$ cat config.mk
export PLATFORM = sky130hd
export DESIGN_NAME = shell_command_tokenizer_unit
export DESIGN_NICKNAME = d
export VERILOG_FILES = /design/src/rtl/sct_pkg.sv /design/src/rtl/shell_command_tokenizer_unit.sv /design/src/rtl/sct_lexer.sv /design/src/rtl/sct_result_fifo.sv
export SDC_FILE = /design/constraint.sdc
export NUM_CORES = 1
export LEC_CHECK = 0
export BUFFER_PORTS_ARGS = -buffer_cell sky130_fd_sc_hd__buf_2
export CELL_PAD_IN_SITES_DETAIL_PLACEMENT = 1
export CELL_PAD_IN_SITES_GLOBAL_PLACEMENT = 2
export CORE_MARGIN = 2
export CORE_UTILIZATION = 35
export CTS_CLUSTER_SIZE = 14
export DETAILED_ROUTE_END_ITERATION = 16
export PLACE_DENSITY_LB_ADDON = 0.1
export SLEW_MARGIN = 5
export SYNTH_ARGS = -nofsm -noshare
export SYNTH_HDL_FRONTEND = slang
export SYNTH_HIERARCHICAL = 1
export SYNTH_SLANG_ARGS = --single-unit
$ cat constraint.sdc
create_clock -name clk -period 10.9 [get_ports clk]
set_input_delay 1.09 -clock clk [delete_from_list [all_inputs] [get_ports clk]]
set_output_delay 1.09 -clock clk [all_outputs]
set_load 0.005 [all_outputs]
$ cat src/rtl/sct_pkg.sv
// Shared types, constants and sizes of the shell command tokenizer.
`timescale 1ns / 1ps
`default_nettype none

package sct_pkg;

    localparam int LIMIT_W    = 12;
    localparam int FIFO_DEPTH = 8;
    localparam int PTR_W      = $clog2(FIFO_DEPTH);
    localparam int CNT_W      = PTR_W + 1;
    localparam int MAX_RES    = 3;

    localparam logic [LIMIT_W-1:0] WORD_LIMIT_RESET = 12'd255;

    localparam logic [7:0] CH_PIPE  = 8'h7C;   // '|'
    localparam logic [7:0] CH_LT    = 8'h3C;   // '<'
    localparam logic [7:0] CH_GT    = 8'h3E;   // '>'
    localparam logic [7:0] CH_AMP   = 8'h26;   // '&'
    localparam logic [7:0] CH_DQUOT = 8'h22;   // '"'
    localparam logic [7:0] CH_SQUOT = 8'h27;   // single quote
    localparam logic [7:0] CH_SPACE = 8'h20;
    localparam logic [7:0] CH_TAB   = 8'h09;
    localparam logic [7:0] CH_CR    = 8'h0D;

    typedef enum logic [2:0] {
        K_BYTE   = 3'd0,
        K_WEND   = 3'd1,
        K_PIPE   = 3'd2,
        K_IN     = 3'd3,
        K_OUT    = 3'd4,
        K_APPEND = 3'd5,
        K_BG     = 3'd6,
        K_END    = 3'd7
    } kind_t;

    typedef enum logic [4:0] {
        M_IDLE   = 5'b00001,
        M_PLAIN  = 5'b00010,
        M_QUOTED = 5'b00100,
        M_GT     = 5'b01000,
        M_CUT    = 5'b10000
    } mode_t;

    typedef struct packed {
        kind_t      kind;
        logic [7:0] char_out;
        logic       last;
    } entry_t;

    // Up to three results produced by one item, entry 0 first.
    typedef struct packed {
        logic [1:0]               n;
        entry_t [MAX_RES-1:0]     e;
    } push_t;

endpackage

`default_nettype wire

$ cat src/rtl/shell_command_tokenizer_unit.sv
// Top level of the shell command tokenizer: input register, lexer, result queue.
`timescale 1ns / 1ps
`default_nettype none
//
// Shell command tokenizer.
// Input channel (s_*): one transaction per command-line byte (s_tuser = 0, byte in
// s_tdata, zero bytes are dropped) or one end-of-line transaction (s_tuser = 1).
// Output channel (m_*): one transaction per token result; m_tuser is the token
// kind (word byte, word end, pipe, input, output, append, background, end),
// m_tdata the word byte or zero, m_tlast marks the final result of an input item.
// A '>' is held until the next byte so that '>>' becomes append.
// Configuration: cfg_we writes cfg_wdata as the word length limit (reset 255,
// zero acts as 1); write only while the block is idle.
// Path: an accepted item is captured in the input register, is lexed into the result
// queue once the queue has room for its worst-case results, and its first result shows
// on m_tvalid as soon as it is written into the queue.
// Throughput: one item per cycle while items give at most one result each and m_tready
// stays high; an item giving more results is drained one result at a time through the
// one-entry output port of the eight-entry result queue.
// Stall: when m_tready is low the queue fills; once fewer than three entries are
// free an item in the input register is held there and s_tready drops.
// Reset: rst_n clears the lexer to idle, empties the queue and restores the limit.
//
module shell_command_tokenizer_unit
    import sct_pkg::*;
(
    input  wire logic               clk,
    input  wire logic               rst_n,
    input  wire logic               s_tvalid,
    output logic                    s_tready,
    input  wire logic [7:0]         s_tdata,    // byte_req[7:0]
    input  wire logic               s_tuser,    // action
    output logic                    m_tvalid,
    input  wire logic               m_tready,
    output logic [7:0]              m_tdata,    // char_out[7:0]
    output logic [2:0]              m_tuser,    // kind[2:0]
    output logic                    m_tlast,
    input  wire logic               cfg_we,
    input  wire logic [LIMIT_W-1:0] cfg_wdata
);

    logic               in_valid_reg, in_valid_next;
    logic               in_action_reg;
    logic [7:0]         in_byte_reg;
    logic [LIMIT_W-1:0] word_limit_reg, word_limit_next;
    logic               room;
    logic               fire;
    logic               s_accept;
    push_t              push;

    // Lex the held item as soon as the queue can take its worst-case results.
    always_comb
    begin
        fire            = in_valid_reg && room;
        s_tready        = !in_valid_reg || room;
        s_accept        = s_tvalid && s_tready;
        in_valid_next   = s_accept ? 1'b1 : (fire ? 1'b0 : in_valid_reg);
        word_limit_next = cfg_we ? cfg_wdata : word_limit_reg;
    end

    always_ff @(posedge clk or negedge rst_n)
    begin
        if (!rst_n)
        begin
            in_valid_reg   <= 1'b0;
            word_limit_reg <= WORD_LIMIT_RESET;
        end
        else
        begin
            in_valid_reg   <= in_valid_next;
            word_limit_reg <= word_limit_next;
        end
    end

    // Payload of the input register: load on every accepted transaction.
    always_ff @(posedge clk)
    begin
        if (s_accept)
        begin
            in_action_reg <= s_tuser;
            in_byte_reg   <= s_tdata;
        end
    end

    sct_lexer u_lexer (
        .clk        (clk),
        .rst_n      (rst_n),
        .fire       (fire),
        .action     (in_action_reg),
        .byte_in    (in_byte_reg),
        .word_limit (word_limit_reg),
        .push       (push)
    );

    sct_result_fifo u_fifo (
        .clk      (clk),
        .rst_n    (rst_n),
        .push     (push),
        .room     (room),
        .m_tvalid (m_tvalid),
        .m_tready (m_tready),
        .m_tdata  (m_tdata),
        .m_tuser  (m_tuser),
        .m_tlast  (m_tlast)
    );

endmodule

`default_nettype wire

$ cat src/rtl/sct_lexer.sv
// Lexer state and single-pass result generation for one character item.
`timescale 1ns / 1ps
`default_nettype none

module sct_lexer
    import sct_pkg::*;
(
    input  wire logic               clk,
    input  wire logic               rst_n,
    input  wire logic               fire,
    input  wire logic               action,
    input  wire logic [7:0]         byte_in,
    input  wire logic [LIMIT_W-1:0] word_limit,
    output push_t                   push
);

    typedef struct packed {
        push_t              r;
        mode_t              mode;
        logic               q;
        logic [LIMIT_W-1:0] cnt;
    } lex_t;

    mode_t              mode_reg, mode_next;
    logic               quote_single_reg, quote_single_next;
    logic [LIMIT_W-1:0] count_reg, count_next;

    lex_t               cur;
    lex_t               nx;
    logic [7:0]         qch;
    logic [LIMIT_W-1:0] lim;
    logic [LIMIT_W-1:0] cnt_inc;

    function automatic push_t put_res(push_t s, kind_t k, logic [7:0] c);
        push_t r;
        r = s;
        if (s.n != 2'd3)
        begin
            r.e[s.n].kind     = k;
            r.e[s.n].char_out = c;
            r.e[s.n].last     = 1'b0;
            r.n               = s.n + 2'd1;
        end
        return r;
    endfunction

    function automatic logic is_space(logic [7:0] b);
        return (b == CH_SPACE) || ((b >= CH_TAB) && (b <= CH_CR));
    endfunction

    function automatic lex_t plain_byte(lex_t s, logic [7:0] b, logic [LIMIT_W-1:0] l);
        lex_t               o;
        logic [LIMIT_W-1:0] c;
        o   = s;
        c   = s.cnt + LIMIT_W'(1);
        o.r = put_res(o.r, K_BYTE, b);
        if (c >= l)
        begin
            o.r    = put_res(o.r, K_WEND, 8'd0);
            o.mode = M_IDLE;
            o.cnt  = '0;
        end
        else
        begin
            o.mode = M_PLAIN;
            o.cnt  = c;
        end
        return o;
    endfunction

    // Start a new token from the idle state.
    function automatic lex_t fresh(lex_t s, logic [7:0] b, logic [LIMIT_W-1:0] l);
        lex_t o;
        o      = s;
        o.mode = M_IDLE;
        o.cnt  = '0;
        priority if (is_space(b))
        begin
            o.mode = M_IDLE;
        end
        else if (b == CH_PIPE)
        begin
            o.r = put_res(o.r, K_PIPE, 8'd0);
        end
        else if (b == CH_LT)
        begin
            o.r = put_res(o.r, K_IN, 8'd0);
        end
        else if (b == CH_AMP)
        begin
            o.r = put_res(o.r, K_BG, 8'd0);
        end
        else if (b == CH_GT)
        begin
            o.mode = M_GT;
        end
        else if ((b == CH_DQUOT) || (b == CH_SQUOT))
        begin
            o.mode = M_QUOTED;
            o.q    = (b == CH_SQUOT);
        end
        else
        begin
            o = plain_byte(o, b, l);
        end
        return o;
    endfunction

    always_comb
    begin
        lim      = (word_limit == '0) ? LIMIT_W'(1) : word_limit;
        qch      = quote_single_reg ? CH_SQUOT : CH_DQUOT;
        cnt_inc  = count_reg + LIMIT_W'(1);
        cur.r    = '0;
        cur.mode = mode_reg;
        cur.q    = quote_single_reg;
        cur.cnt  = count_reg;
        nx       = cur;

        if (action)
        begin
            if ((mode_reg == M_PLAIN) || (mode_reg == M_QUOTED))
                nx.r = put_res(nx.r, K_WEND, 8'd0);
            else if (mode_reg == M_GT)
                nx.r = put_res(nx.r, K_OUT, 8'd0);
            nx.r    = put_res(nx.r, K_END, 8'd0);
            nx.mode = M_IDLE;
            nx.q    = 1'b0;
            nx.cnt  = '0;
        end
        else if (byte_in != 8'd0)
        begin
            unique case (mode_reg)
                M_PLAIN:
                begin
                    if (is_space(byte_in) || (byte_in == CH_PIPE) || (byte_in == CH_LT) ||
                        (byte_in == CH_GT) || (byte_in == CH_AMP))
                    begin
                        nx.r = put_res(nx.r, K_WEND, 8'd0);
                        nx   = fresh(nx, byte_in, lim);
                    end
                    else
                    begin
                        nx = plain_byte(nx, byte_in, lim);
                    end
                end
                M_QUOTED:
                begin
                    if (byte_in == qch)
                    begin
                        nx.r    = put_res(nx.r, K_WEND, 8'd0);
                        nx.mode = M_IDLE;
                        nx.cnt  = '0;
                    end
                    else
                    begin
                        nx.r = put_res(nx.r, K_BYTE, byte_in);
                        if (cnt_inc >= lim)
                        begin
                            nx.r    = put_res(nx.r, K_WEND, 8'd0);
                            nx.mode = M_CUT;
                            nx.cnt  = '0;
                        end
                        else
                        begin
                            nx.cnt = cnt_inc;
                        end
                    end
                end
                M_CUT:
                begin
                    // Swallow a closing quote that arrives right after the cut.
                    nx.mode = M_IDLE;
                    if (byte_in != qch)
                        nx = fresh(nx, byte_in, lim);
                end
                M_GT:
                begin
                    nx.mode = M_IDLE;
                    if (byte_in == CH_GT)
                    begin
                        nx.r = put_res(nx.r, K_APPEND, 8'd0);
                    end
                    else
                    begin
                        nx.r = put_res(nx.r, K_OUT, 8'd0);
                        nx   = fresh(nx, byte_in, lim);
                    end
                end
                default:
                begin
                    nx = fresh(nx, byte_in, lim);
                end
            endcase
        end

        // Mark the final result of this item.
        for (int i = 0; i < MAX_RES; i++)
            nx.r.e[i].last = ((2'(i) + 2'd1) == nx.r.n);

        push   = nx.r;
        push.n = fire ? nx.r.n : 2'd0;

        mode_next         = fire ? nx.mode : mode_reg;
        quote_single_next = fire ? nx.q : quote_single_reg;
        count_next        = fire ? nx.cnt : count_reg;
    end

    always_ff @(posedge clk or negedge rst_n)
    begin
        if (!rst_n)
        begin
            mode_reg         <= M_IDLE;
            quote_single_reg <= 1'b0;
            count_reg        <= '0;
        end
        else
        begin
            mode_reg         <= mode_next;
            quote_single_reg <= quote_single_next;
            count_reg        <= count_next;
        end
    end

endmodule

`default_nettype wire

$ cat src/rtl/sct_result_fifo.sv
// Result queue: takes up to three results per cycle, hands out one per cycle while m_tready is high.
`timescale 1ns / 1ps
`default_nettype none

module sct_result_fifo
    import sct_pkg::*;
(
    input  wire logic clk,
    input  wire logic rst_n,
    input  push_t     push,
    output logic      room,
    output logic      m_tvalid,
    input  wire logic m_tready,
    output logic [7:0] m_tdata,   // char_out[7:0]
    output logic [2:0] m_tuser,   // kind[2:0]
    output logic      m_tlast
);

    entry_t           mem [FIFO_DEPTH];
    logic [PTR_W-1:0] rd_ptr_reg, rd_ptr_next;
    logic [PTR_W-1:0] wr_ptr_reg, wr_ptr_next;
    logic [CNT_W-1:0] count_reg, count_next;
    logic             pop;
    entry_t           head;

    always_comb
    begin
        pop         = m_tvalid && m_tready;
        room        = (count_reg <= CNT_W'(FIFO_DEPTH - MAX_RES));
        rd_ptr_next = rd_ptr_reg + PTR_W'(pop);
        wr_ptr_next = wr_ptr_reg + PTR_W'(push.n);
        count_next  = count_reg + CNT_W'(push.n) - CNT_W'(pop);
        head        = mem[rd_ptr_reg];
        m_tvalid    = (count_reg != '0);
        m_tdata     = head.char_out;
        m_tuser     = head.kind;
        m_tlast     = head.last;
    end

    always_ff @(posedge clk)
    begin
        for (int i = 0; i < MAX_RES; i++)
        begin
            if (2'(i) < push.n)
                mem[wr_ptr_reg + PTR_W'(i)] <= push.e[i];
        end
    end

    always_ff @(posedge clk or negedge rst_n)
    begin
        if (!rst_n)
        begin
            rd_ptr_reg <= '0;
            wr_ptr_reg <= '0;
            count_reg  <= '0;
        end
        else
        begin
            rd_ptr_reg <= rd_ptr_next;
            wr_ptr_reg <= wr_ptr_next;
            count_reg  <= count_next;
        end
    end

    a_count_bound: assert property (@(posedge clk) disable iff (!rst_n)
        count_reg <= CNT_W'(FIFO_DEPTH))
        else $error("result queue count exceeds depth");

    a_push_has_room: assert property (@(posedge clk) disable iff (!rst_n)
        (push.n != 2'd0) |-> (count_reg <= CNT_W'(FIFO_DEPTH - MAX_RES)))
        else $error("results pushed without room for a full item");

    a_idle_holds: assert property (@(posedge clk) disable iff (!rst_n)
        (!pop && (push.n == 2'd0)) |=> ($stable(count_reg) && $stable(rd_ptr_reg)))
        else $error("queue moved with no push and no pop");

endmodule

`default_nettype wire
==> run_results.csv, run 1 <==
group,metric,value,unit
status,outcome,"finished, final reports clean",
power_and_ir_drop,pwr_density_cell,261,nW/um^2
cts,clkTransAtPathRegs,0.07,ns
finish,syn_to_final_growth,7.02,%
grt,grt_usage,24.5,%
finish,fin_nets,1113,
synth,synth.avg_cell_area,9.37,sq um
timing,fin_setup_tns,0,ns
cts,clk_latency,0.44,ns
worst_setup_path,endpoint_kind,"register",
routing,viasPerCell,6.03,
finish,layout-drive-gt1-share,15.9,%
run,drv_cap,0,
power_and_ir_drop,vdd_drop_max,197,uV
routing,wl_met2,17.5,mm
cts,ctsHoldBuffers,0,
timing,fmax,152,MHz
grt,grt_max_degree,61,
place,dpl_cell_area,10600,sq um
timing,rsz0062_at_grt,"no",
worst_setup_path,crit_chain,"ha_1, nand3_1, nor2_1, nand3_1, xnor2_1, ha_1, o21a_1, nor2_1, o31ai_1, o21ai_0, a31o_2, a21boi_4, buf_4, nand3b_1, o22ai_1",
timing,drv_slew,0,
cts,cts_made_buffers,17,
grt,first_global_vias,8687,
power_and_ir_drop,leakage,3.84,nW
floorplan,dieArea,31300,sq um
place,dp_cells,1432,
cts,clk_path_buf_depth,2,
finish,mostFrequentLayoutCell,"nand2_1",
routing,drc,0,
routing,num_vias,8824,
worst_setup_path,cp_slowest_stage_delay,1.29,ns
synth,yosysWarnings,6,
grt,overflow,0,
routing,drt_first_pass_iters,6,
routing,highest_layer,"met5",
finish,largest_reg_flops,96,
synth,ys_seq_elements,146,
routing,routed_wl,37.6,mm
place,gp_congestion,0.824,
cts,clock_sinks,146,
place,io_buffers,39,
cts,htree_levels,4,
worst_setup_path,arrival,6.62,ns
synth,ys_types,72,
timing,tightest_slew,1.26,ns
finish,final_area,11200,sq um
worst_setup_path,critPathKind,"register to register",
timing,maxSlewHeadroom,16.1,%
timing,holdWs,0.525,ns
cts,post_cts_buffers,0,
worst_setup_path,critPathSlowestCell,"o22ai_1",
routing,met3WireLength,2.20,mm
cts,cts.root.buffer_cell,"clkbuf_16",
finish,finalNonFillerCells,1464,
worst_hold_path,worstHoldPathType,"register to register",
cts,ctsResizeCount,0,
place,hpwl,25.1,mm
routing,ant_nets,0,
routing,routedWlPerCell,25.7,um
floorplan,die_h,177,um
floorplan,die_w,177,um
floorplan,core_area,29600,sq um
synth,netlist_instances,1115,
grt,antenna_found_initial,2,
timing,finalHoldViolCount,0,
timing,fin_crit_sh,60.5,%
worst_setup_path,startpoint_type,"register",
worst_setup_path,path_max_fanout,58,
timing,finClkSkew,0.0216,ns
synth,ys_async_sr_fraction,28.1,%
finish,mostFrequentLayoutCells,"121 x nand2_1, 115 x o21ai_0, 107 x nor3_1, 105 x edfxtp_1, 104 x a31oi_1",
synth,synth_area,10500,sq um
synth,seq_area_frac_synth,40.1,%
cts,tritoncts,"done",
floorplan,start_util,35.4,%
routing,drt_iter0_drc,758,
timing,setup_viol,0,
grt,grt_pass1_wl,56.8,mm
synth,synth_edf_count,105,
finish,antenna_cells,0,
floorplan,ios,40,
floorplan,placementRows,63,
worst_setup_path,cp.required,10.94,ns
timing,period_needed,6.59,ns
synth,synth_flop_cell,"edfxtp_1",
routing,m1WireLength,17.5,mm
## cell type report
cell class | count | area (sq um)
multi-input cells | 805 | 5490
well taps | 390 | 488
clock inverters | 14 | 121
clock buffers | 18 | 429
repair buffers | 60 | 353
inverters | 31 | 116
fillers | 3378 | 18400
flip-flops and latches | 146 | 4190
## logic make-up (layout without fill, tap and decap cells)
group | after synthesis | in the layout | share of synthesized area [%]
AND/OR/NAND/NOR | 401 | 401 | 20.8
AO/OA/AOI/OAI | 297 | 297 | 17.3
buffers and inverters | 173 | 123 | 8.14
flip-flops | 146 | 146 | 40.1
multiplexers | 54 | 54 | 8.73
adder cells (fa/ha/maj) | 26 | 26 | 3.26
XOR/XNOR | 17 | 17 | 1.57
other | 1 | 10 | 0.0359
## power breakdown
group / total [W] / internal, W / switching, W / leakage, nW
logic: 0.00145 / 0.000467 / 0.000984 / 2.11
clock network: 0.000581 / 0.000300 / 0.000281 / 0.263
registers: 0.000892 / 0.000775 / 0.000117 / 1.47
total: 0.00292 / 0.00154 / 0.00138 / 3.84
## metrics by stage
stage	setup slack, ns	utilization (%)	power [W]
after global routing	3.82	37.8	0.00309
after global placement	4.64	36.0	0.00232
final	4.31	37.8	0.00292
after detailed placement	4.45	36.0	0.00233
after floorplan	6.16	-	0.00185
after CTS	4.43	37.8	0.00292
## worst max-delay path: cells and delay by family, from the launching register on
family / cells / cell delay [ns]
adders and majority gates: 2 / 0.48
and+or+nand+nor: 5 / 1.52
xor gates and xnor gates: 1 / 0.25
DFF: 1 / 0.45
buffers and inverters: 1 / 0.47
AOI/OAI and AO/OA: 6 / 3.00
## routing by layer
| layer | global-route usage [%] | vias to the layer above |
|---|---|---|
| li1 | - | 4052 |
| met1 | 35.1 | 4470 |
| met2 | 38.8 | 275 |
| met3 | 4.21 | 25 |
| met4 | 5.23 | 2 |
| met5 | 0 | - |
## synthesized netlist by cell type (all sizes together) (7+ instances only)
| library cell | instances | area, sq um |
|---|---|---|
| mux4 | 24 | 541 |
| or2 | 10 | 62.6 |
| clkbuf | 66 | 248 |
| nand2 | 121 | 454 |
| a31oi | 104 | 651 |
| nor4bb | 12 | 120 |
| xnor2 | 8 | 77.6 |
| buf | 76 | 487 |
| a22o | 11 | 96.3 |
| and4 | 12 | 105 |
| xor2 | 9 | 86.3 |
| a21o | 7 | 52.6 |
| inv | 31 | 116 |
| dfrtp | 32 | 801 |
| nor3 | 107 | 536 |
| dfstp | 9 | 236 |
| or3 | 7 | 43.8 |
| nand2b | 8 | 50.1 |
| mux2 | 27 | 342 |
| nand3 | 20 | 100 |
| a21oi | 18 | 101 |
| ha | 24 | 300 |
| nor2 | 26 | 100 |
| o21ai | 118 | 594 |
| and2 | 23 | 144 |
| and4b | 24 | 240 |
| and3 | 7 | 43.8 |
| edfxtp | 105 | 3150 |
## final timing paths
path,startpoint,to,slack (ns),cells past startpoint
max,u_lexer/count_reg[0],u_fifo/mem[7][9],4.31,15
min,in_valid_reg,in_valid_reg,0.53,2
max in group asynchronous,rst_n,u_fifo/rd_ptr_reg[0],9.38,1
max reg2reg,u_lexer/count_reg[0],u_fifo/mem[7][9],4.31,15
min reg2reg,in_valid_reg,in_valid_reg,0.53,2
min in group asynchronous,rst_n,word_limit_reg[8],0.82,1
Note: power is estimated with default switching activity, not from simulation.
==> run 2, diff against run 1 <==
clock period = 5.6 ns   (was 10.9 ns; I/O delays follow)
==> run 2 against run 1 <==
Largest power group unchanged. Clock skew is 0.010 ns lower. Worst hold slack worse by 0.24 ns. Via count is 0.62% higher. Highest routed layer is now met4. Global-route usage is 0.55 points higher. Wire length is 2.0% higher. Combinational power is 96% higher. Core utilization is 0.48 points higher. Sequential power is 96% higher. Power is 98% higher.
==> run_results.csv, run 2 (same netlist as run 1, synthesis figures left out) <==
group,metric,value,unit
grt,antenna_found_initial,1,
floorplan,dieArea,31300,sq um
worst_setup_path,startpoint_type,"register",
grt,first_global_vias,8998,
worst_setup_path,critPathKind,"register to register",
grt,overflow,0,
timing,finClkSkew,0.0116,ns
worst_setup_path,cp.required,5.72,ns
routing,drt_iter0_drc,726,
place,io_buffers,39,
grt,grt_max_degree,62,
worst_setup_path,endpoint_kind,"register",
run,drv_cap,0,
routing,ant_nets,0,
finish,fin_nets,1123,
finish,layout-drive-gt1-share,16.5,%
worst_setup_path,rr_startpoint,"u_lexer/count_reg[0]",
worst_setup_path,crit_path_start,"u_lexer/count_reg[0]",
routing,viasPerCell,6.01,
floorplan,core_area,29600,sq um
cts,cts_made_buffers,17,
finish,seq_area,4190,sq um
status,outcome,"finished, final reports clean",
floorplan,die_h,177,um
worst_setup_path,worstReg2RegEnd,"u_fifo/mem[5][10]",
worst_setup_path,arrival,5.12,ns
cts,ctsResizeCount,0,
floorplan,die_w,177,um
power_and_ir_drop,leakage,3.92,nW
finish,nFillCells,3385,
finish,mostFrequentLayoutCells,"121 x nand2_1, 115 x o21ai_0, 107 x nor3_1, 105 x edfxtp_1, 104 x a31oi_1",
timing,finalHoldViolCount,0,
routing,routed_wl,38.4,mm
finish,multi_input_area,5490,sq um
worst_setup_path,regToRegSetupSlack,0.60,ns
timing,maxSlewHeadroom,18.4,%
worst_setup_path,critPathSlowestCell,"or3b_1",
timing,fin_crit_sh,89.3,%
timing,period_needed,5.00,ns
worst_setup_path,cp_slowest_stage_delay,0.75,ns
routing,drc,0,
cts,clock_sinks,146,
finish,mostFrequentLayoutCell,"nand2_1",
worst_hold_path,worstHoldPathType,"input pin to asynchronous set/reset pin",
cts,post_cts_buffers,0,
timing,holdWs,0.289,ns
cts,clk_path_buf_depth,2,
finish,largest_reg_flops,96,
worst_setup_path,path_max_fanout,19,
grt,grt_usage,25.0,%
cts,clk_latency,0.43,ns
cts,htree_levels,4,
power_and_ir_drop,pwr_density_cell,512,nW/um^2
floorplan,placementRows,63,
floorplan,start_util,35.4,%
timing,rsz0062_at_grt,"no",
routing,routedWlPerCell,26.0,um
timing,drv_slew,0,
routing,num_vias,8879,
power_and_ir_drop,vdd_drop_max,441,uV
worst_setup_path,crit_chain,"ha_1, nand3_1, nor2_1, nand3_1, xnor2_1, ha_1, o21a_1, nor2_1, o31ai_1, buf_4, o21ai_0, a31o_2, a21boi_4, or3b_1, o2bb2ai_1, buf_4",
place,gp_congestion,0.826,
cts,tritoncts,"done",
power_and_ir_drop,fin_total_pwr,0.00579,W
finish,syn_to_final_growth,8.37,%
timing,setup_viol,0,
worst_setup_path,worstRegToRegCells,16,
place,hpwl,24.9,mm
floorplan,ios,40,
cts,clkTransAtPathRegs,0.07,ns
cts,cts.root.buffer_cell,"clkbuf_16",
timing,fmax,200,MHz
grt,grt_pass1_wl,58.1,mm
timing,tightest_slew,1.22,ns
routing,drt_first_pass_iters,7,
cts,ctsHoldBuffers,0,
timing,fin_setup_tns,0,ns
[run 2: cell types whose count changed in the layout (fill, tap and decap cells not counted), sizes merged]
cell,before,now
buf,60,70
bufinv,0,3
clkbuf,18,23
clkinv,2,4
clkinvlp,3,2
diode,0,4
inv,40,31
[run 2: how the worst max path moves through the flow]
stage                             end  slack (ns)  cells after the start
floorplan            u_fifo/mem[6][0]        0.86                     17
global placement     u_fifo/mem[5][8]        0.56                     15
detailed placement   u_fifo/mem[5][8]        0.59                     16
finish              u_fifo/mem[5][10]        0.60                     16
CTS                 u_fifo/mem[5][10]        0.57                     16
global route         u_fifo/mem[5][7]        0.19                     16
[run 2: cell type report]
class                      count  share of cell area, %
tap                          390                   4.31
clock inverter                 9                   1.14
clock buffer                  23                   4.22
antenna                        4                 0.0884
sequential                   146                   37.0
timing repair buffer          70                   3.78
inverter                      31                   1.03
multi-input combinational    805                   48.4
[run 2: stage by stage]
step	utilization (%)	setup WS, ns	cells	cell area [sq um]
3_5_place_dp	36.2	0.587	1442	10700
6_report	38.3	0.601	1478	11300
2_1_floorplan	-	0.855	1124	10500
5_1_grt	38.3	0.192	1474	11300
4_1_cts	38.3	0.567	1474	11300
3_3_place_gp	36.2	0.563	1442	10700
[run 2: power by group]
| part | total (W) | internal, W | switching, W | leakage [nW] |
|---|---|---|---|---|
| clock | 0.00120 | 0.000735 | 0.000469 | 0.293 |
| combinational | 0.00284 | 0.000928 | 0.00191 | 2.16 |
| sequential | 0.00175 | 0.00151 | 0.000245 | 1.47 |
[run 2: worst max-delay path: cells and delay by family (launching register included)]
kind | cells | cell delay (ns)
xor gates and xnor gates | 1 | 0.16
DFF | 1 | 0.45
buffers and inverters | 2 | 0.49
and+or+nand+nor | 5 | 1.36
adders and majority gates | 2 | 0.54
AOI/OAI and AO/OA | 6 | 1.65
[run 2: routing by layer]
layer / part of all wire [%] / wire [um] / up-vias / global-route usage, %
met5: 0 / 0 / - / 0
met4: 2.8 / 1090 / 0 / 8.51
met3: 4.3 / 1670 / 58 / 3.97
met2: 47 / 18000 / 251 / 40.7
met1: 46 / 17600 / 4496 / 34.0
li1: - / - / 4074 / -
